[config.mk]
export PLATFORM = sky130hd
export DESIGN_NAME = fqvs_cfg_regs
export DESIGN_NICKNAME = d
export VERILOG_FILES = /design/src/rtl/fractal_quadratic_vector_step_core_assert.svh /design/src/rtl/fqvs_pkg.sv /design/src/rtl/fqvs_cfg_regs.sv
export SDC_FILE = /design/constraint.sdc
export NUM_CORES = 1
export LEC_CHECK = 0
export ABC_CLOCK_PERIOD_IN_PS = 1400
export CAP_MARGIN = 10
export CORE_ASPECT_RATIO = 1.25
export CORE_MARGIN = 2
export CORE_UTILIZATION = 50
export CTS_CLUSTER_SIZE = 25
export DETAILED_ROUTE_END_ITERATION = 6
export DONT_BUFFER_PORTS = 1
export PLACE_DENSITY = 0.62
export SKIP_CTS_REPAIR_TIMING = 1
export SYNTH_ARGS = -nofsm -noshare
export SYNTH_HDL_FRONTEND = slang
export SYNTH_SLANG_ARGS = --single-unit
[constraint.sdc]
create_clock -name i_clk -period 1.4 [get_ports i_clk]
set_clock_uncertainty 0.05 [all_clocks]
set_input_delay 0.07 -clock i_clk [delete_from_list [all_inputs] [get_ports i_clk]]
set_output_delay 0.07 -clock i_clk [all_outputs]
set_load 0.02 [all_outputs]
[src/rtl/fractal_quadratic_vector_step_core_assert.svh]
// Assertion macros used by the fractal step core pipeline control.
`ifndef FRACTAL_QUADRATIC_VECTOR_STEP_CORE_ASSERT_SVH
`define FRACTAL_QUADRATIC_VECTOR_STEP_CORE_ASSERT_SVH

// Same-cycle implication, disabled while reset is asserted.
`define FQVS_ASSERT_SAME(label, clk, rst_n, ante, cons) \
    label: assert property (@(posedge clk) disable iff (!rst_n) (ante) |-> (cons)) \
        else $error("fqvs assertion failed");

// Next-cycle implication, disabled while reset is asserted.
`define FQVS_ASSERT_NEXT(label, clk, rst_n, ante, cons) \
    label: assert property (@(posedge clk) disable iff (!rst_n) (ante) |=> (cons)) \
        else $error("fqvs assertion failed");

`endif

[src/rtl/fqvs_pkg.sv]
// Package: widths, register codes, mode bits and shared types of the fractal step core.
package fqvs_pkg;

    localparam int FRAC_BITS   = 24;
    localparam int COORD_WIDTH = 32;
    localparam int DE_WIDTH    = 48;
    localparam int RAD_WIDTH   = 31;
    localparam int MODE_WIDTH  = 12;
    localparam int SCALE_WIDTH = 32;
    localparam int NUM_STAGES  = 7;

    localparam int APB_DATA_W  = 64;
    localparam int REG_IDX_W   = 3;
    localparam int ADDR_W      = REG_IDX_W + 3;

    // mode_flags bit positions
    localparam int MB_PREABS_X  = 0;
    localparam int MB_PREABS_Y  = 1;
    localparam int MB_PREABS_Z  = 2;
    localparam int MB_POSTABS_X = 3;
    localparam int MB_POSTABS_Y = 4;
    localparam int MB_POSTABS_Z = 5;
    localparam int MB_CUT       = 6;
    localparam int MB_SIGN_X    = 7;
    localparam int MB_FLIP      = 8;
    localparam int MB_ABS_YT    = 9;
    localparam int MB_ABS_ZT    = 10;
    localparam int MB_DE_ADJ    = 11;

    typedef enum logic [REG_IDX_W-1:0] {
        REG_MODE,
        REG_SCALE_B,
        REG_SCALE_C,
        REG_OFFSET_X,
        REG_OFFSET_Y,
        REG_OFFSET_Z,
        REG_DE_SCALE,
        REG_DE_OFFSET
    } t_reg_idx;

    localparam logic [SCALE_WIDTH-1:0] SCALE_ONE = SCALE_WIDTH'(1) << FRAC_BITS;
    localparam logic [DE_WIDTH-1:0]    DE_ONE    = DE_WIDTH'(1) << FRAC_BITS;

    typedef struct packed {
        logic        [MODE_WIDTH-1:0]  mode;
        logic signed [SCALE_WIDTH-1:0] scale_b;
        logic signed [SCALE_WIDTH-1:0] scale_c;
        logic signed [SCALE_WIDTH-1:0] offset_x;
        logic signed [SCALE_WIDTH-1:0] offset_y;
        logic signed [SCALE_WIDTH-1:0] offset_z;
        logic signed [DE_WIDTH-1:0]    de_scale;
        logic signed [DE_WIDTH-1:0]    de_offset;
    } t_cfg;

    typedef struct packed {
        logic [NUM_STAGES-1:0] load;
    } t_pipe_ctl;

endpackage

[src/rtl/fqvs_cfg_regs.sv]
// APB register file holding the mode flags, scales and offsets.
module fqvs_cfg_regs (
    input  logic                                i_clk,
    input  logic                                i_rst_n,
    input  logic                                psel,
    input  logic                                penable,
    input  logic                                pwrite,
    input  logic [fqvs_pkg::ADDR_W-1:0]         paddr,
    input  logic [fqvs_pkg::APB_DATA_W-1:0]     pwdata,
    output logic [fqvs_pkg::APB_DATA_W-1:0]     prdata,
    output logic                                pready,
    output fqvs_pkg::t_cfg                      o_cfg
);
    import fqvs_pkg::*;

    logic [MODE_WIDTH-1:0]  r_mode, n_mode;
    logic [SCALE_WIDTH-1:0] r_sb, n_sb;
    logic [SCALE_WIDTH-1:0] r_sc, n_sc;
    logic [SCALE_WIDTH-1:0] r_ox, n_ox;
    logic [SCALE_WIDTH-1:0] r_oy, n_oy;
    logic [SCALE_WIDTH-1:0] r_oz, n_oz;
    logic [DE_WIDTH-1:0]    r_ds, n_ds;
    logic [DE_WIDTH-1:0]    r_do, n_do;
    logic                   wr;
    t_reg_idx               idx;

    assign pready = 1'b1;
    assign wr     = psel && penable && pwrite && pready;
    // byte address 8*i, low three bits ignored
    assign idx    = t_reg_idx'(paddr[ADDR_W-1:3]);

    always_comb begin
        n_mode = r_mode;
        n_sb   = r_sb;
        n_sc   = r_sc;
        n_ox   = r_ox;
        n_oy   = r_oy;
        n_oz   = r_oz;
        n_ds   = r_ds;
        n_do   = r_do;
        if (wr) begin
            unique case (idx)
                REG_MODE:      n_mode = pwdata[MODE_WIDTH-1:0];
                REG_SCALE_B:   n_sb   = pwdata[SCALE_WIDTH-1:0];
                REG_SCALE_C:   n_sc   = pwdata[SCALE_WIDTH-1:0];
                REG_OFFSET_X:  n_ox   = pwdata[SCALE_WIDTH-1:0];
                REG_OFFSET_Y:  n_oy   = pwdata[SCALE_WIDTH-1:0];
                REG_OFFSET_Z:  n_oz   = pwdata[SCALE_WIDTH-1:0];
                REG_DE_SCALE:  n_ds   = pwdata[DE_WIDTH-1:0];
                REG_DE_OFFSET: n_do   = pwdata[DE_WIDTH-1:0];
                default: ;
            endcase
        end
    end

    always_ff @(posedge i_clk) begin
        if (!i_rst_n) begin
            r_mode <= '0;
            r_sb   <= SCALE_ONE;
            r_sc   <= SCALE_ONE;
            r_ox   <= '0;
            r_oy   <= '0;
            r_oz   <= '0;
            r_ds   <= DE_ONE;
            r_do   <= '0;
        end else begin
            r_mode <= n_mode;
            r_sb   <= n_sb;
            r_sc   <= n_sc;
            r_ox   <= n_ox;
            r_oy   <= n_oy;
            r_oz   <= n_oz;
            r_ds   <= n_ds;
            r_do   <= n_do;
        end
    end

    always_comb begin
        unique case (idx)
            REG_MODE:      prdata = APB_DATA_W'(r_mode);
            REG_SCALE_B:   prdata = APB_DATA_W'(r_sb);
            REG_SCALE_C:   prdata = APB_DATA_W'(r_sc);
            REG_OFFSET_X:  prdata = APB_DATA_W'(r_ox);
            REG_OFFSET_Y:  prdata = APB_DATA_W'(r_oy);
            REG_OFFSET_Z:  prdata = APB_DATA_W'(r_oz);
            REG_DE_SCALE:  prdata = APB_DATA_W'(r_ds);
            REG_DE_OFFSET: prdata = APB_DATA_W'(r_do);
            default:       prdata = '0;
        endcase
    end

    always_comb begin
        o_cfg.mode      = r_mode;
        o_cfg.scale_b   = r_sb;
        o_cfg.scale_c   = r_sc;
        o_cfg.offset_x  = r_ox;
        o_cfg.offset_y  = r_oy;
        o_cfg.offset_z  = r_oz;
        o_cfg.de_scale  = r_ds;
        o_cfg.de_offset = r_do;
    end

endmodule

* Yosys cells after proc, flatten, opt, wreduce, memory -nomap -nowiden
Index checks and enable logic that the tools add are counted.
Cells by class: equality and inequality tests 7, muxes and demuxes 1, reductions and logical operators 11
Operator list (number):
- 64-bit one-hot mux with 8 select lines | 1
- 2-bit AND reduction | 8
- 3-bit equality test, second input constant | 4
- 3-bit by 2-bit equality test with 1-bit output, second input constant | 2
- 3-bit by 1-bit equality test with 1-bit output, second input constant | 1
- 3-bit logical NOT | 1
- 1-bit logical AND | 2
Word-level totals: flip-flop bits (word level) 268, bits of input ports 75, output and inout bits 333, word-level logic and storage cells 27

* Depth between registers and ports, before layout
depth in word-level cells 3, depth in mapped cells 7, depth with buffers taken out 4

* Least setup slack after synthesis
Ideal clock, no wire load.
path kind input-to-output, start input paddr[4] (netlist bit), end output prdata[14] (netlist bit), data arrival time 1.312 ns, data required time 1.280 ns, slack -0.032 ns, cell stages on the path 6, path buffers 3, cell sequence buf_4 buf_2 and2b_1 buf_2 a22oi_1 o211ai_1
On the way: word-level cells in the longest chain between the ends 2, elaborated cells between the ends (all ways) 9, those cells by class eq/ne: 7; mux: 1; reduce/logical: 1
Ends and longest elaborated chain:
- start, declared | RTL line fqvs_cfg_regs.sv:8 | input logic [fqvs_pkg::ADDR_W-1:0] paddr,
- 3-bit equality test (tied with other cells) | RTL line fqvs_cfg_regs.sv:79 | unique case (idx)
- 64-bit one-hot mux with 8 select lines (*) | RTL line fqvs_cfg_regs.sv:79
- end, declared | RTL line fqvs_cfg_regs.sv:10 | output logic [fqvs_pkg::APB_DATA_W-1:0] prdata,
Mark *: on every way between the ends. The rest lies on a longest branch, timed or not. The select of a mux whose other input is x is not followed.

* Final worst setup path
start register r_oz[1], end output prdata[1] (netlist bit)
On the way: word-level cells in the longest chain between the ends 1
Ends and longest elaborated chain:
- start, declared | RTL line fqvs_cfg_regs.sv:21 | logic [SCALE_WIDTH-1:0] r_oz, n_oz;
- start signal, assigned | RTL line fqvs_cfg_regs.sv:72 | r_oz <= n_oz;
- 64-bit one-hot mux with 8 select lines | RTL line fqvs_cfg_regs.sv:79
No other way between the ends. The select of a mux whose other input is x is not followed.

==> summary.md <==
| Metric | Value |
|---|---|
| Slew HR | `22.9%` |
| Worst Slack Setup Final | `-0.507 ns` |
| # rows | `64` |
| Hold Worst Slack | `-0.375 ns` |
| Crit end category | `output port` |
| Tcrit/Tclk final | `136%` |
| Most frequent cells in the layout | `nand2_1, buf_4, dfxtp_1` |
| Drt pass-1 iters | `6` |
| Outcome | `finished, violations left` |
| Drc violations | `0` |
| Number of synthesized flops with an enable pin | `0` |
| Drt wl/cell | `20.9 um` |
| Mean number of vias per cell | `5.60` |
| Layout Nets | `1944` |
| Fin util | `72.7%` |
| # Max-Cap Violations | `0` |
| Synth Instances | `1499` |
| Synth top area cells | `dfxtp_1, nand2_1, a21boi_0` |
| Pleak | `7.02 nW` |
| Num ports | `408` |
| PD cells | `957 nW/um^2` |
| ANT nets after route | `0` |
| Final setup violating endpoints | `41` |
| Reg2reg path depth | `4` |
| Place WS | `-0.461 ns` |
| Post-route cell area | `17600 sq um` |
| Total clock sinks | `268` |
| Commonest non-fill, non-tap cell in the layout | `nand2_1` |
| Unique cell type count in the Yosys netlist | `33` |
| Worst-Skew Late Latency | `0.55 ns` |
| Vias after detailed routing | `12450` |
| Remaining Overflow, GRT | `0` |
| Least-Margin Pin Slew | `1.15 ns` |
| Fin crit period | `1.91 ns` |
| Critical path class | `register to output port` |
| Yosys top cell by area | `dfxtp_1` |
| Layout cells sized above 1 | `26.2%` |
| CTS HTree Levels | `1` |
| Share of the synthesized area in the top cell type | `43.9%` |
| Synthesis Warnings | `0` |
| CTS tree | `built` |
| Worst endpoint data arrival time | `1.79 ns` |
| Total track usage | `31.8%` |
| Final non-filler cell total | `2224` |
| Largest net degree at the start of global routing | `269` |
| Max-slew violation count | `0` |
| Top_reg_cell synth | `dfxtp_1` |
| Number of DRC markers in iteration 0 | `825` |
| Clock edge transition at the registers on the reported setup and hold paths | `0.06 ns` |
| Inst Count DP | `1991` |
| Worst Hold Class | `input pin to register` |
| First-pass GRT wire length | `63200 um` |
| Initial antenna violation count | `3` |
| Mapped cell area | `12200 sq um` |
| CTS Buf Count | `28` |
| Clock Tree Root | `clkbuf_16` |
| Startpoint types | `register` |
| Wire length after detailed routing | `46600 um` |
| IO Port Bufs | `0` |
| Final Power | `16.9 mW` |
| Setup_tns | `-12.24 ns` |
| Vias in the first global route | `11183` |
| Die height | `179 um` |
| Mean Syn Cell Area | `8.16 sq um` |
| Crit Path Max Fanout | `2` |
| Achievable frequency | `524 MHz` |
| WHS Path Cells | `1` |
| Seq cells post-synth | `268` |
| Placement Cell Area | `14500 sq um` |
| Total die area | `25700 sq um` |
| Clock buffer depth | `3` |
| Area grow syn2layout | `44.2%` |
| Sequential fraction of the synthesis area | `43.9%` |
| Failing checks | `negative hold slack, negative setup slack` |
| Hold Fails Final Rpt | `153` |
| Worst vdd ir | `0.000939 V` |
| GPL Wtd Cong | `0.824` |
| Critical Path RT | `1.28 ns` |
| Post-synth ARST share | `0%` |
| Core area | `24300 sq um` |
| Die Wd | `144 um` |
| Unrepaired setup endpoints after global routing | `yes` |
| HPWL Detailed | `27300 um` |
| Initial core utilization | `50.4%` |
==> layout make-up <==
| cell class | count | area [sq um] |
|---|---|---|
| repair buffers | 475 | 4250 |
| inverters | 18 | 67.6 |
| fillers | 1847 | 6620 |
| clock inverters | 8 | 119 |
| multi-input cells | 1078 | 6460 |
| clock buffers | 44 | 882 |
| well taps | 330 | 413 |
| diodes | 3 | 7.51 |
| flip-flops and latches | 268 | 5440 |
==> kinds of logic (layout without fill, tap and decap cells) <==
logic type / after synthesis / after routing / share of synthesized area [%]
AOI/OAI and AO/OA: 371 / 371 / 23.2
buffers and inverters: 168 / 545 / 6.82
DFF: 268 / 268 / 43.9
muxes: 64 / 64 / 6.17
other: 2 / 20 / 0.0614
and+or+nand+nor: 626 / 626 / 19.9
==> layer usage <==
| layer | GRT usage [%] | wire length (um) | up-vias |
|---|---|---|---|
| met5 | 0 | 0 | - |
| li1 | - | - | 5724 |
| met2 | 55.6 | 23100 | 595 |
| met4 | 12.0 | 1830 | 0 |
| met1 | 37.3 | 17300 | 6008 |
| met3 | 8.12 | 4360 | 123 |
==> critical path, stage by stage, from the launching register on <==
cell and delay (ns):
dfxtp_1 0.32, mux2_4 0.27, a22o_1 0.19, a221oi_2 0.24
nor2_1 0.07, buf_4 0.16
==> power breakdown <==
part | switching [mW] | internal, mW | leakage, nW
Combinational | 0.614 | 0.525 | 4.34
Sequential | 0.0469 | 7.66 | 2.18
Clock | 3.18 | 4.86 | 0.498
==> path summary, 6_finish.rpt <==
check / startpoint / end / slack, ns
max: r_oz[1]$_SDFFE_PN0P_ / prdata[1] / -0.51
max reg2reg: r_do[34]$_SDFFE_PN0P_ / r_do[34]$_SDFFE_PN0P_ / -0.04
min: i_rst_n / r_oz[8]$_SDFFE_PN0P_ / -0.38
min reg2reg: r_sc[22]$_SDFFE_PN0P_ / r_sc[22]$_SDFFE_PN0P_ / 0.52
==> sequential cells by signal, indices dropped and copies added, names as in the netlist <==
register and flops:
r_sb 32, r_sc 32, r_mode 12, r_oz 32, r_do 48, r_ds 48, r_ox 32, r_oy 32
==> synth_stat cells, drive strengths merged (7+ instances only) <==
master,instances
clkbuf,51
a22o,26
inv,18
nor2,49
mux2,31
a21oi,7
nand2,553
a22oi,28
a21boi,265
dfxtp,268
buf,99
o211ai,14
a221oi,29
mux2i,27
Power figures use the tool's default switching activity.
