===== src/rtl/fractal_quadratic_vector_step_core_assert.svh =====
// Assertion macros used by the fractal step core pipeline control.
`ifndef FRACTAL_QUADRATIC_VECTOR_STEP_CORE_ASSERT_SVH
`define FRACTAL_QUADRATIC_VECTOR_STEP_CORE_ASSERT_SVH

// Same-cycle implication, disabled while reset is asserted.
`define FQVS_ASSERT_SAME(label, clk, rst_n, ante, cons) \
    label: assert property (@(posedge clk) disable iff (!rst_n) (ante) |-> (cons)) \
        else $error("fqvs assertion failed");

// Next-cycle implication, disabled while reset is asserted.
`define FQVS_ASSERT_NEXT(label, clk, rst_n, ante, cons) \
    label: assert property (@(posedge clk) disable iff (!rst_n) (ante) |=> (cons)) \
        else $error("fqvs assertion failed");

`endif


===== src/rtl/fqvs_pkg.sv =====
// Package: widths, register codes, mode bits and shared types of the fractal step core.
package fqvs_pkg;

    localparam int FRAC_BITS   = 24;
    localparam int COORD_WIDTH = 32;
    localparam int DE_WIDTH    = 48;
    localparam int RAD_WIDTH   = 31;
    localparam int MODE_WIDTH  = 12;
    localparam int SCALE_WIDTH = 32;
    localparam int NUM_STAGES  = 7;

    localparam int APB_DATA_W  = 64;
    localparam int REG_IDX_W   = 3;
    localparam int ADDR_W      = REG_IDX_W + 3;

    // mode_flags bit positions
    localparam int MB_PREABS_X  = 0;
    localparam int MB_PREABS_Y  = 1;
    localparam int MB_PREABS_Z  = 2;
    localparam int MB_POSTABS_X = 3;
    localparam int MB_POSTABS_Y = 4;
    localparam int MB_POSTABS_Z = 5;
    localparam int MB_CUT       = 6;
    localparam int MB_SIGN_X    = 7;
    localparam int MB_FLIP      = 8;
    localparam int MB_ABS_YT    = 9;
    localparam int MB_ABS_ZT    = 10;
    localparam int MB_DE_ADJ    = 11;

    typedef enum logic [REG_IDX_W-1:0] {
        REG_MODE,
        REG_SCALE_B,
        REG_SCALE_C,
        REG_OFFSET_X,
        REG_OFFSET_Y,
        REG_OFFSET_Z,
        REG_DE_SCALE,
        REG_DE_OFFSET
    } t_reg_idx;

    localparam logic [SCALE_WIDTH-1:0] SCALE_ONE = SCALE_WIDTH'(1) << FRAC_BITS;
    localparam logic [DE_WIDTH-1:0]    DE_ONE    = DE_WIDTH'(1) << FRAC_BITS;

    typedef struct packed {
        logic        [MODE_WIDTH-1:0]  mode;
        logic signed [SCALE_WIDTH-1:0] scale_b;
        logic signed [SCALE_WIDTH-1:0] scale_c;
        logic signed [SCALE_WIDTH-1:0] offset_x;
        logic signed [SCALE_WIDTH-1:0] offset_y;
        logic signed [SCALE_WIDTH-1:0] offset_z;
        logic signed [DE_WIDTH-1:0]    de_scale;
        logic signed [DE_WIDTH-1:0]    de_offset;
    } t_cfg;

    typedef struct packed {
        logic [NUM_STAGES-1:0] load;
    } t_pipe_ctl;

endpackage


===== src/rtl/fqvs_pipe_ctrl.sv =====
// Pipeline control: per-stage valid bits and load enables with ripple-back ready.
`include "fractal_quadratic_vector_step_core_assert.svh"

module fqvs_pipe_ctrl (
    input  logic                i_clk,
    input  logic                i_rst_n,
    input  logic                i_in_valid,
    input  logic                i_out_ready,
    output logic                o_in_ready,
    output logic                o_out_valid,
    output fqvs_pkg::t_pipe_ctl o_ctl
);
    import fqvs_pkg::*;

    logic [NUM_STAGES-1:0] r_vld, n_vld;
    logic [NUM_STAGES:0]   rdy;
    logic                  in_acc;
    logic                  out_acc;

    // a stage may load when it is empty or its contents move on
    assign rdy[NUM_STAGES] = i_out_ready;
    for (genvar k = 0; k < NUM_STAGES; k++) begin : g_rdy
        assign rdy[k] = !r_vld[k] || rdy[k+1];
    end

    always_comb begin
        n_vld[0] = rdy[0] ? i_in_valid : r_vld[0];
        for (int k = 1; k < NUM_STAGES; k++) begin
            n_vld[k] = rdy[k] ? r_vld[k-1] : r_vld[k];
        end
    end

    always_ff @(posedge i_clk) begin
        if (!i_rst_n) begin
            r_vld <= '0;
        end else begin
            r_vld <= n_vld;
        end
    end

    assign o_ctl.load  = rdy[NUM_STAGES-1:0];
    assign o_in_ready  = rdy[0];
    assign o_out_valid = r_vld[NUM_STAGES-1];
    assign in_acc      = i_in_valid && rdy[0];
    assign out_acc     = r_vld[NUM_STAGES-1] && i_out_ready;

    `FQVS_ASSERT_NEXT(a_fill, i_clk, i_rst_n, in_acc && !out_acc, $countones(r_vld) == $past($countones(r_vld)) + 1)
    `FQVS_ASSERT_NEXT(a_drain, i_clk, i_rst_n, !in_acc && out_acc, $countones(r_vld) + 1 == $past($countones(r_vld)))
    `FQVS_ASSERT_SAME(a_bubble_ready, i_clk, i_rst_n, !(&r_vld), rdy[0])

endmodule


===== config.mk =====
export PLATFORM = sky130hd
export DESIGN_NAME = fqvs_pipe_ctrl
export DESIGN_NICKNAME = d
export VERILOG_FILES = /design/src/rtl/fqvs_pkg.sv /design/src/rtl/fqvs_pipe_ctrl.sv
export VERILOG_INCLUDE_DIRS = /design/src /design/src/rtl
export SDC_FILE = /design/constraint.sdc
export NUM_CORES = 1
export LEC_CHECK = 0
export ABC_AREA = 1
export ABC_CLOCK_PERIOD_IN_PS = 1600
export BUFFER_PORTS_ARGS = -buffer_cell sky130_fd_sc_hd__clkbuf_2
export CAP_MARGIN = 20
export CELL_PAD_IN_SITES_DETAIL_PLACEMENT = 0
export CELL_PAD_IN_SITES_GLOBAL_PLACEMENT = 1
export CORE_AREA = 2 2 39 41
export DETAILED_ROUTE_END_ITERATION = 7
export DIE_AREA = 0 0 41 43
export GPL_ROUTABILITY_DRIVEN = 0
export PLACE_DENSITY_LB_ADDON = 0.1
export SLEW_MARGIN = 20
export SYNTH_ARGS = -nofsm -noshare
export SYNTH_HDL_FRONTEND = slang
export SYNTH_SLANG_ARGS = --single-unit

===== constraint.sdc =====
create_clock -name i_clk -period 1.6 [get_ports i_clk]
set_input_delay 0.08 -clock i_clk [delete_from_list [all_inputs] [get_ports i_clk]]
set_output_delay 0.08 -clock i_clk [all_outputs]
set_load 0.005 [all_outputs]

### Word level (Yosys, flattened, before mapping)

Cells that the tools add are included.

* reductions and logical operators: 14

Operator list (number)
* zero test 1 bit: 7
* logical OR 1 bit: 7

* logic and storage cells: 21
* output and inout bits: 9
* flip-flop bits (word level): 7
* input bits: 4

### Longest topological paths before layout

Gate-level depths: netlist (run 1).

* word-level depth: 8
* gate-level depth with buffers: 5
* gate-level depth less buffers: 5

### Least setup slack after synthesis (run 1)

Ideal clock, no wire load.

* path type: flip-flop to output port
* from: reg r_vld[6]
* to: out o_ctl[0] (netlist bit)
* setup slack: 0.571 ns
* required time: 1.520 ns
* arrival: 0.949 ns
* path buffers: 1
* cell stages (with the launch flop): 5
* path through: dfxtp_1 nand4_4 nor2_4 nand4_2 buf_4

RTL lines
* start, declared: line fqvs_pipe_ctrl.sv:15 `logic [NUM_STAGES-1:0] r_vld, n_vld;`
* start signal, assigned: line fqvs_pipe_ctrl.sv:37 `r_vld <= n_vld;`
* end, declared: line fqvs_pipe_ctrl.sv:11 `output fqvs_pkg::t_pipe_ctl o_ctl`

==> results of run 1 <==
## per-layer routing
layer	up-vias	GRT usage	share of wire
li1	132	-	-
met1	107	0.0677	0.38
met2	10	0.103	0.50
met3	0	0.0471	0.12
met4	0	0.100	0
met5	-	0	0
## cell families (layout without fill, tap and decap cells)
family	Yosys count	count (layout)	synth area share
AOI/OAI and AO/OA	5	5	0.0975
buffers and inverters	11	26	0.153
DFF	7	7	0.475
and+or+nand+nor	11	11	0.275
## cell usage after synthesis, drive strengths merged
master and n:
buf 1, dfxtp 7, nor2 6, nand2 2, nand3 1, nand4 2, inv 10, a21oi 5
## worst register-to-register path: cells and delay by family, from the launching register on
kind / cells / cell delay [ns]
DFF: 1 / 0.38
and+or+nand+nor: 3 / 0.42
AOI/OAI and AO/OA: 1 / 0.13
## cell type report
type | instances | area [um^2] | share of cell area
Tap cell | 16 | 20.0 | 0.0508
Multi-Input combinational cell | 16 | 110 | 0.279
Timing Repair Buffer | 12 | 60.1 | 0.152
Sequential cell | 7 | 140 | 0.356
Inverter | 10 | 37.5 | 0.0952
Clock buffer | 4 | 26.3 | 0.0667
## power groups by stage
stage | sequential (mW) | clock (mW) | combinational [mW]
3_5_place_dp | 0.186 | 0 | 0.0134
4_1_cts | 0.182 | 0.163 | 0.0135
2_1_floorplan | 0.185 | 0 | 0.00793
5_1_grt | 0.183 | 0.177 | 0.0150
3_3_place_gp | 0.186 | 0 | 0.0133
6_report | 0.182 | 0.153 | 0.0131
## worst max-delay path by stage
stage                     startpoint          to  cells past startpoint  slack (ns)
after floorplan             r_vld[6]    o_ctl[0]                      4        0.57
after global placement      r_vld[4]    o_ctl[0]                      4        0.59
after detailed placement    r_vld[5]    o_ctl[0]                      4        0.56
after CTS                   r_vld[5]    o_ctl[0]                      4        0.28
after global routing        r_vld[6]  o_in_ready                      4        0.19
final                       r_vld[5]    o_ctl[0]                      4        0.33
==> flow_summary_export.csv, run 1 <==
group,metric,value,unit
logic_synthesis,synth_area,295,um^2
worst_hold_path,worstHoldPathCells,3,
timing,timing.hold.ws,0.0593,ns
floorplan,die_area,0.00176,mm^2
pwr,total_power,0.349,mW
final_layout,final_nets,54,
clocking,clk_path_buf_depth,2,
timing,max_freq,0.786,GHz
routing,route.detailed.drc,0,
place,postPlaceCellArea,368,um^2
final_layout,fin_area,394,um^2
logic_synthesis,synth_nets,38,
global_route,grt_usage,0.0784,
floorplan,io_pins,13,
pwr,p_clk_frac,0.440,
clocking,cts_buffers,3,
timing,max_slew_margin,0.841,
worst_hold_path,hp-start,"i_in_valid",
clocking,path_clk_slew,0.05,ns
clocking,cts_hold_buffers,0,
timing,report.final.hold_viol_count,0,
global_route,antenna_found_initial,0,
setup_path,critPathMaxStageDelay,0.38,ns
pwr,leakage,0.172,nW
routing,via_per_inst,3.83,
pwr,pwr-share-seq,0.522,
final_layout,largest_reg_flops,7,
setup_path,reg2reg_slack,0.60,ns
routing,postRouteAntennaNets,0,
timing,setup_ws,0.327,ns
final_layout,final_common_cell,"clkbuf_2",
worst_hold_path,hold_class,"in2reg",
clocking,cts_sinks,7,
setup_path,arrival,1.19,ns
setup_path,required,1.52,ns
timing,fin_setup_tns,0,ns
floorplan,num_rows,14,
setup_path,cp_top_family,"simple AND/OR/NAND/NOR gates",
timing,post-route-period-util,0.796,
final_layout,nFillCells,164,
setup_path,end_kind,"output port",
routing,wire_per_inst,7.95,um
outcome,outcome,"finished, final reports clean",
timing,finalCriticalPeriod,1.27,ns
timing,worst_clock_skew,0.00234,ns
timing,rsz0062_at_grt,"false",
pwr,power_switching,0.0697,mW
pwr,ir_drop,0.281,mV
final_layout,syn_to_final_growth,33.5,%
place,place_ws,0.559,ns
global_route,grt_start_max_net_pins,8,
place,dp.cells,61,
final_layout,top_register,"r_vld",
setup_path,path_class,"reg2out",
setup_path,regToRegEndpoint,"r_vld[0]",
clocking,post_cts_buffers,0,
pwr,power_frac_comb,0.038,
setup_path,r2r_start,"r_vld[5]",
global_route,grt_overflow,0,
global_route,grt_pass1_wl,814,um
clocking,cts_tree,"built",
routing,routed_wl,517,um
final_layout,drive_above_1_share,0.408,
logic_synthesis,ys_ff_latch,7,
run,drv_cap,0,
final_layout,mostFrequentLayoutCells,"12 x clkbuf_2, 10 x inv_1, 7 x dfxtp_1",
logic_synthesis,ys.warnings.count,0,
clocking,ctsResizeCount,0,
setup_path,path_cells,"nand4_4, nor2_4, nand4_2, clkbuf_2",
logic_synthesis,synth.distinct_cells,11,
setup_path,crit_fanout,5,
floorplan,die_w,41,um
timing,setup_viol,0,
final_layout,fin_cells,65,
final_layout,utilization,0.285,
worst_hold_path,min_to,"r_vld[0]",
setup_path,critPathLaunchType,"register",
logic_synthesis,synth_cells,34,
place,dpl.hpwl,427,um
pwr,internal_power,0.279,mW
floorplan,start_util,0.213,
setup_path,rr_worst_depth,4,
routing,drtIter0Drc,1,
clocking,ctsRootBufferMaster,"clkbuf_4",
final_layout,n_antenna_cell,0,
pwr,powerDensity,885,mW/mm^2
logic_synthesis,avgSynthCellArea,8.68,um^2
clocking,htree_num_levels,1,
logic_synthesis,synth_top_area_frac,0.475,
setup_path,path_buf_inv,1,
logic_synthesis,synth_top_area_cell,"dfxtp_1",
floorplan,dieHeight,43,um
global_route,grt_pass1_vias,216,
logic_synthesis,ys_seq_area_frac,0.475,
place,portBuffers,12,
timing,worst_pin_slew,0.238,ns
timing,slew_viol_final,0,
logic_synthesis,synth_area_leaders,"dfxtp_1 47%, inv_1 13%, nand4_4 7.2%",
floorplan,core,0.00138,mm^2
final_layout,reg_top3,"r_vld: 7 flops",
routing,firstDrtPassIters,2,
setup_path,slowest_stage,"dfxtp_1",
pwr,swShare,0.200,
routing,vias,249,
clocking,worstSkewPairLatency,0.24,ns
No activity file was read; power rests on OpenSTA's default activity.
==> inputs of run 2 (changes only) <==
--- a/config.mk
+++ b/config.mk
@@ -6,8 +6,8 @@
 export SDC_FILE = /design/constraint.sdc
 export NUM_CORES = 1
 export LEC_CHECK = 0
-export ABC_AREA = 1
-export ABC_CLOCK_PERIOD_IN_PS = 1600
+export ABC_AREA = 0
+export ABC_CLOCK_PERIOD_IN_PS = 1200
 export BUFFER_PORTS_ARGS = -buffer_cell sky130_fd_sc_hd__clkbuf_2
 export CAP_MARGIN = 20
 export CELL_PAD_IN_SITES_DETAIL_PLACEMENT = 0
==> constraint.sdc (replaced) <==
create_clock -name i_clk -period 1.2 [get_ports i_clk]
set_input_delay 0.06 -clock i_clk [delete_from_list [all_inputs] [get_ports i_clk]]
set_output_delay 0.06 -clock i_clk [all_outputs]
set_load 0.005 [all_outputs]
==> run 2 against run 1 <==
Clock power is 37% higher. Utilization is 3.3 points higher. First-iteration DRC count down 100%. Largest cell class unchanged. Die area stayed put. Area after synthesis increased by 0.42%. Combinational power increased by 37%. Count of clock-buffer cells in the layout did not move. The run now ends with setup timing left.
==> flow_summary_export.csv, run 2 <==
group,metric,value,unit
global_route,antenna_found_initial,0,
setup_path,critPathLaunchType,"register",
run,drv_cap,0,
timing,setup_viol,1,
pwr,power_switching,0.0947,mW
logic_synthesis,synth_top_area_frac,0.473,
worst_hold_path,hold_class,"in2reg",
outcome,violations,"setup timing",
pwr,leakage,0.210,nW
timing,max_freq,0.832,GHz
final_layout,final_nets,55,
global_route,grt_start_max_net_pins,9,
clocking,path_clk_slew,0.05,ns
timing,worst_clock_skew,0.00717,ns
place,dpl.hpwl,476,um
timing,report.final.hold_viol_count,0,
final_layout,fin_cells,66,
setup_path,crit_fanout,5,
setup_path,path_class,"reg2out",
timing,fin_setup_tns,-0.00241,ns
pwr,ir_drop,0.313,mV
setup_path,end_kind,"output port",
logic_synthesis,synth_nets,36,
place,place_ws,0.107,ns
pwr,internal_power,0.373,mW
pwr,powerDensity,1060,mW/mm^2
routing,postRouteAntennaNets,0,
floorplan,num_rows,14,
pwr,swShare,0.203,
logic_synthesis,synth_top_area_cell,"dfxtp_1",
place,dp.cells,59,
final_layout,mostFrequentLayoutCells,"12 x clkbuf_2, 5 x inv_1, 5 x nand2_1",
timing,slew_viol_final,0,
setup_path,r2r_start,"r_vld[6]",
logic_synthesis,ys.warnings.count,0,
final_layout,fin_area,440,um^2
logic_synthesis,synthFlopType,"dfxtp_1",
floorplan,die_w,41,um
timing,post-route-period-util,1.00,
floorplan,start_util,0.214,
timing,rsz0062_at_grt,"true",
logic_synthesis,synth.most_common_cell,"dfxtp_1",
routing,drtIter0Drc,0,
setup_path,arrival,1.14,ns
logic_synthesis,synth.distinct_cells,14,
final_layout,n_antenna_cell,0,
timing,finalCriticalPeriod,1.20,ns
routing,firstDrtPassIters,1,
logic_synthesis,synth_area_leaders,"dfxtp_1 47%, nand4b_4 8.0%, nand2_1 7.6%",
logic_synthesis,ys_seq_area_frac,0.473,
logic_synthesis,avgSynthCellArea,9.27,um^2
floorplan,die_area,0.00176,mm^2
final_layout,multi_input_area,146,um^2
final_layout,syn_to_final_growth,48.5,%
clocking,htree_num_levels,1,
global_route,grt_usage,0.0908,
clocking,cts_tree,"built",
pwr,power_frac_comb,0.038,
logic_synthesis,synth_edf_count,0,
setup_path,crit_path_start,"r_vld[6]",
routing,vias,266,
outcome,outcome,"finished, violations left",
final_layout,reg_top3,"r_vld: 7 flops",
final_layout,final_common_cell,"clkbuf_2",
final_layout,top_register,"r_vld",
place,portBuffers,12,
clocking,cts_buffers,3,
floorplan,dieHeight,43,um
logic_synthesis,yosys-top-cells-count,"7 x dfxtp_1, 6 x nand2_1, 5 x inv_1, 3 x o21a_1, 2 x nor2b_1",
clocking,ctsRootBufferMaster,"clkbuf_4",
worst_hold_path,hp-start,"i_in_valid",
floorplan,core,0.00138,mm^2
clocking,clk_path_buf_depth,2,
timing,worst_pin_slew,0.252,ns
global_route,grt_pass1_vias,269,
logic_synthesis,synth_area,297,um^2
timing,setup_ws,-0.00241,ns
place,postPlaceCellArea,369,um^2
clocking,worstSkewPairLatency,0.25,ns
final_layout,drive_above_1_share,0.540,
logic_synthesis,ys_ff_latch,7,
clocking,cts_sinks,7,
pwr,p_clk_frac,0.448,
logic_synthesis,synth_async_sr_flop_share,0,
routing,wire_per_inst,9.45,um
final_layout,nFillCells,155,
final_layout,seqCellArea,146,um^2
timing,max_slew_margin,0.831,
routing,route.detailed.drc,0,
routing,routed_wl,624,um
logic_synthesis,synth_cells,32,
final_layout,largest_reg_flops,7,
floorplan,io_pins,13,
pwr,pwr-share-seq,0.513,
setup_path,required,1.14,ns
global_route,grt_pass1_wl,1.04,mm
global_route,grt_overflow,0,
routing,via_per_inst,4.03,
[run 2: final timing paths]
path | end | cells past startpoint | slack (ns)
min | r_vld[0] | 2 | 0.02
max reg2reg | r_vld[1] | 4 | 0.08
min reg2reg | r_vld[3] | 2 | 0.46
max | o_ctl[3] | 3 | -0.002
[run 2: repair_timing]
item | in CTS | in global routing
pin swaps | 2 | 0
setup endpoints to repair | 5 | 5
resized for setup | 6 | 2
hold buffers | 0 | 0
buffers inserted | 2 | 1
[run 2: cells by family after synthesis]
logic type,after synthesis,share of synthesized area
DFF,7,0.473
AOI/OAI and AO/OA,7,0.181
buffers and inverters,6,0.0886
and+or+nand+nor,12,0.257
[run 2: power groups by stage]
stage / combinational [mW] / clock [mW] / sequential (mW)
6_report: 0.0179 / 0.210 / 0.240
5_1_grt: 0.0202 / 0.239 / 0.240
4_1_cts: 0.0185 / 0.225 / 0.242
3_5_place_dp: 0.0182 / 0 / 0.247
3_3_place_gp: 0.0174 / 0 / 0.247
2_1_floorplan: 0.00861 / 0 / 0.246
[run 2: routing by layer]
metal  vias up  track usage  share of wire
li1        139            -              -
met1       118        0.108           0.46
met2         9        0.131           0.47
met3         0       0.0314          0.063
met4         0       0.0600              0
met5         -            0              0
[run 2: layout make-up]
type                       instances  share of cell area
clock buffer                       4              0.0597
inverter                           5              0.0426
sequential                         7               0.332
tap                               16              0.0455
multi-input combinational         19               0.332
timing repair buffer              15               0.188
[run 2: metrics by stage]
step / hold slack [ns] / power, mW / util
3_3_place_gp: 0.272 / 0.264 / 0.267
5_1_grt: 0.0263 / 0.499 / 0.318
6_report: 0.0239 / 0.468 / 0.318
4_1_cts: 0.0150 / 0.486 / 0.309
3_5_place_dp: 0.274 / 0.265 / 0.267
2_1_floorplan: 0.173 / 0.254 / -
[run 2: worst max-delay path: stages (launching register included)]
cell and delay [ns]:
dfxtp_2 0.35, nand4b_4 0.17, or2_4 0.27, clkbuf_2 0.11
==> inputs of run 3 (changes only) <==
--- a/config.mk
+++ b/config.mk
@@ -8,13 +8,13 @@
 export LEC_CHECK = 0
 export ABC_AREA = 0
 export ABC_CLOCK_PERIOD_IN_PS = 1200
-export BUFFER_PORTS_ARGS = -buffer_cell sky130_fd_sc_hd__clkbuf_2
 export CAP_MARGIN = 20
 export CELL_PAD_IN_SITES_DETAIL_PLACEMENT = 0
 export CELL_PAD_IN_SITES_GLOBAL_PLACEMENT = 1
 export CORE_AREA = 2 2 39 41
 export DETAILED_ROUTE_END_ITERATION = 7
 export DIE_AREA = 0 0 41 43
+export DONT_BUFFER_PORTS = 1
 export GPL_ROUTABILITY_DRIVEN = 0
 export PLACE_DENSITY_LB_ADDON = 0.1
 export SLEW_MARGIN = 20
==> run 3 against run 2 <==
The run now ends clean. Non-clock buffer count shrank 13. Register-to-register slack improved by 0.09 ns. Combinational power is essentially flat. Sequential power barely moved. Utilization shrank 5.0 points. Power increased by 0.46%. Global-route usage down 2.2 points. Clock power is essentially flat.
==> flow_summary_export.csv, run 3 (synthesized netlist as in run 2, its figures left out) <==
group,metric,value,unit
floorplan,start_util,0.214,
global_route,grt_pass1_wl,800,um
outcome,outcome,"finished, final reports clean",
timing,slew_viol_final,0,
routing,route.detailed.drc,0,
floorplan,num_rows,14,
final_layout,final_nets,42,
routing,postRouteAntennaNets,0,
routing,via_per_inst,4.26,
clocking,htree_num_levels,1,
setup_path,critPathLaunchType,"register",
pwr,total_power,0.470,mW
worst_hold_path,hold_class,"in2reg",
clocking,ctsRootBufferMaster,"clkbuf_4",
setup_path,rr_worst_depth,3,
clocking,post_cts_buffers,0,
global_route,grt_overflow,0,
pwr,leakage,0.158,nW
final_layout,n_antenna_cell,0,
clocking,clk_path_buf_depth,2,
routing,vias,226,
floorplan,die_area,0.00176,mm^2
pwr,ir_drop,0.436,mV
global_route,antenna_found_initial,0,
final_layout,nFillCells,157,
setup_path,reg2reg_slack,0.17,ns
setup_path,crit_path_start,"r_vld[5]",
clocking,cts_sinks,7,
place,dp.cells,47,
clocking,cts_tree,"built",
setup_path,r2r_start,"r_vld[5]",
setup_path,crit_fanout,6,
floorplan,core,0.00138,mm^2
pwr,powerDensity,1260,mW/mm^2
timing,finalCriticalPeriod,1.15,ns
timing,worst_clock_skew,0.00265,ns
final_layout,fin_cells,53,
final_layout,mostFrequentLayoutCells,"6 x nand2_1, 5 x inv_1, 5 x dfxtp_1",
timing,rsz0062_at_grt,"true",
final_layout,drive_above_1_share,0.270,
final_layout,largest_reg_flops,7,
routing,drtIter0Drc,2,
timing,max_freq,0.873,GHz
timing,max_slew_margin,0.820,
setup_path,path_class,"reg2out",
global_route,grt_start_max_net_pins,9,
setup_path,cp-endpoint,"o_ctl[3]",
timing,worst_pin_slew,0.270,ns
global_route,grt_usage,0.0683,
floorplan,io_pins,13,
final_layout,top_register,"r_vld",
place,portBuffers,0,
final_layout,syn_to_final_growth,25.3,%
final_layout,reg_top3,"r_vld: 7 flops",
global_route,grt_pass1_vias,217,
clocking,cts_buffers,3,
place,dpl.hpwl,426,um
setup_path,required,1.14,ns
setup_path,arrival,1.09,ns
setup_path,regToRegEndpoint,"r_vld[3]",
timing,setup_viol,0,
routing,routed_wl,550,um
setup_path,end_kind,"output port",
run,drv_cap,0,
floorplan,die_w,41,um
routing,wire_per_inst,10.4,um
final_layout,utilization,0.269,
clocking,path_clk_slew,0.05,ns
floorplan,dieHeight,43,um
routing,firstDrtPassIters,2,
final_layout,final_common_cell,"nand2_1",
timing,post-route-period-util,0.954,
timing,report.final.hold_viol_count,0,
clocking,worstSkewPairLatency,0.25,ns
## run 3: area by class of cell
type / count / area (um^2) / area share
Multi-Input combinational cell: 19 / 144 / 0.387
Sequential cell: 7 / 143 / 0.384
Clock buffer: 4 / 26.3 / 0.0707
Timing Repair Buffer: 2 / 20.0 / 0.0539
Tap cell: 16 / 20.0 / 0.0539
Inverter: 5 / 18.8 / 0.0505
## run 3: timing repair
| item | in CTS | in global routing |
|---|---|---|
| hold buffers | 2 | 0 |
| endpoints found under the setup margin | 4 | 2 |
| hold endpoints to repair | 7 | 0 |
| pin swaps | 2 | 0 |
| gates resized for setup | 4 | 1 |
## run 3: worst max-delay path, cell delays in order (launching register included)
cell,delay (ns)
dfxtp_2,0.37
nand4b_4,0.18
or2_4,0.29
## run 3: worst min-delay path by stage
| stage | endpoint | cells after the start | slack (ns) | startpoint |
|---|---|---|---|---|
| global placement | r_vld[6] | 1 | 0.18 | i_rst_n |
| floorplan | r_vld[1] | 2 | 0.17 | i_rst_n |
| finish | r_vld[6] | 2 | 0.06 | i_out_ready |
| CTS | r_vld[6] | 2 | 0.06 | i_out_ready |
| global route | r_vld[6] | 2 | 0.06 | i_out_ready |
| detailed placement | r_vld[0] | 1 | 0.18 | i_rst_n |
## run 3: per-layer routing
layer | GRT usage | up-vias | share of wire
li1 | - | 111 | -
met1 | 0.0677 | 105 | 0.38
met2 | 0.106 | 10 | 0.50
met3 | 0.0366 | 0 | 0.11
met4 | 0.0400 | 0 | 0
met5 | 0 | - | 0
## run 3: power by group
| part | internal, mW | switching [mW] |
|---|---|---|
| combinational | 0.0110 | 0.00684 |
| clock | 0.127 | 0.0836 |
| sequential | 0.238 | 0.00355 |
| total | 0.376 | 0.0940 |
## run 3: per-stage QoR
step                      hold slack [ns]  setup slack, ns  TNS, ns  instance area (um^2)
after floorplan                     0.173            0.147        0                   297
after global placement              0.180            0.133        0                   309
after detailed placement            0.184            0.129        0                   309
after CTS                          0.0573          0.00739        0                   369
after global routing               0.0572          -0.0131  -0.0131                   372
final                              0.0642           0.0547        0                   372
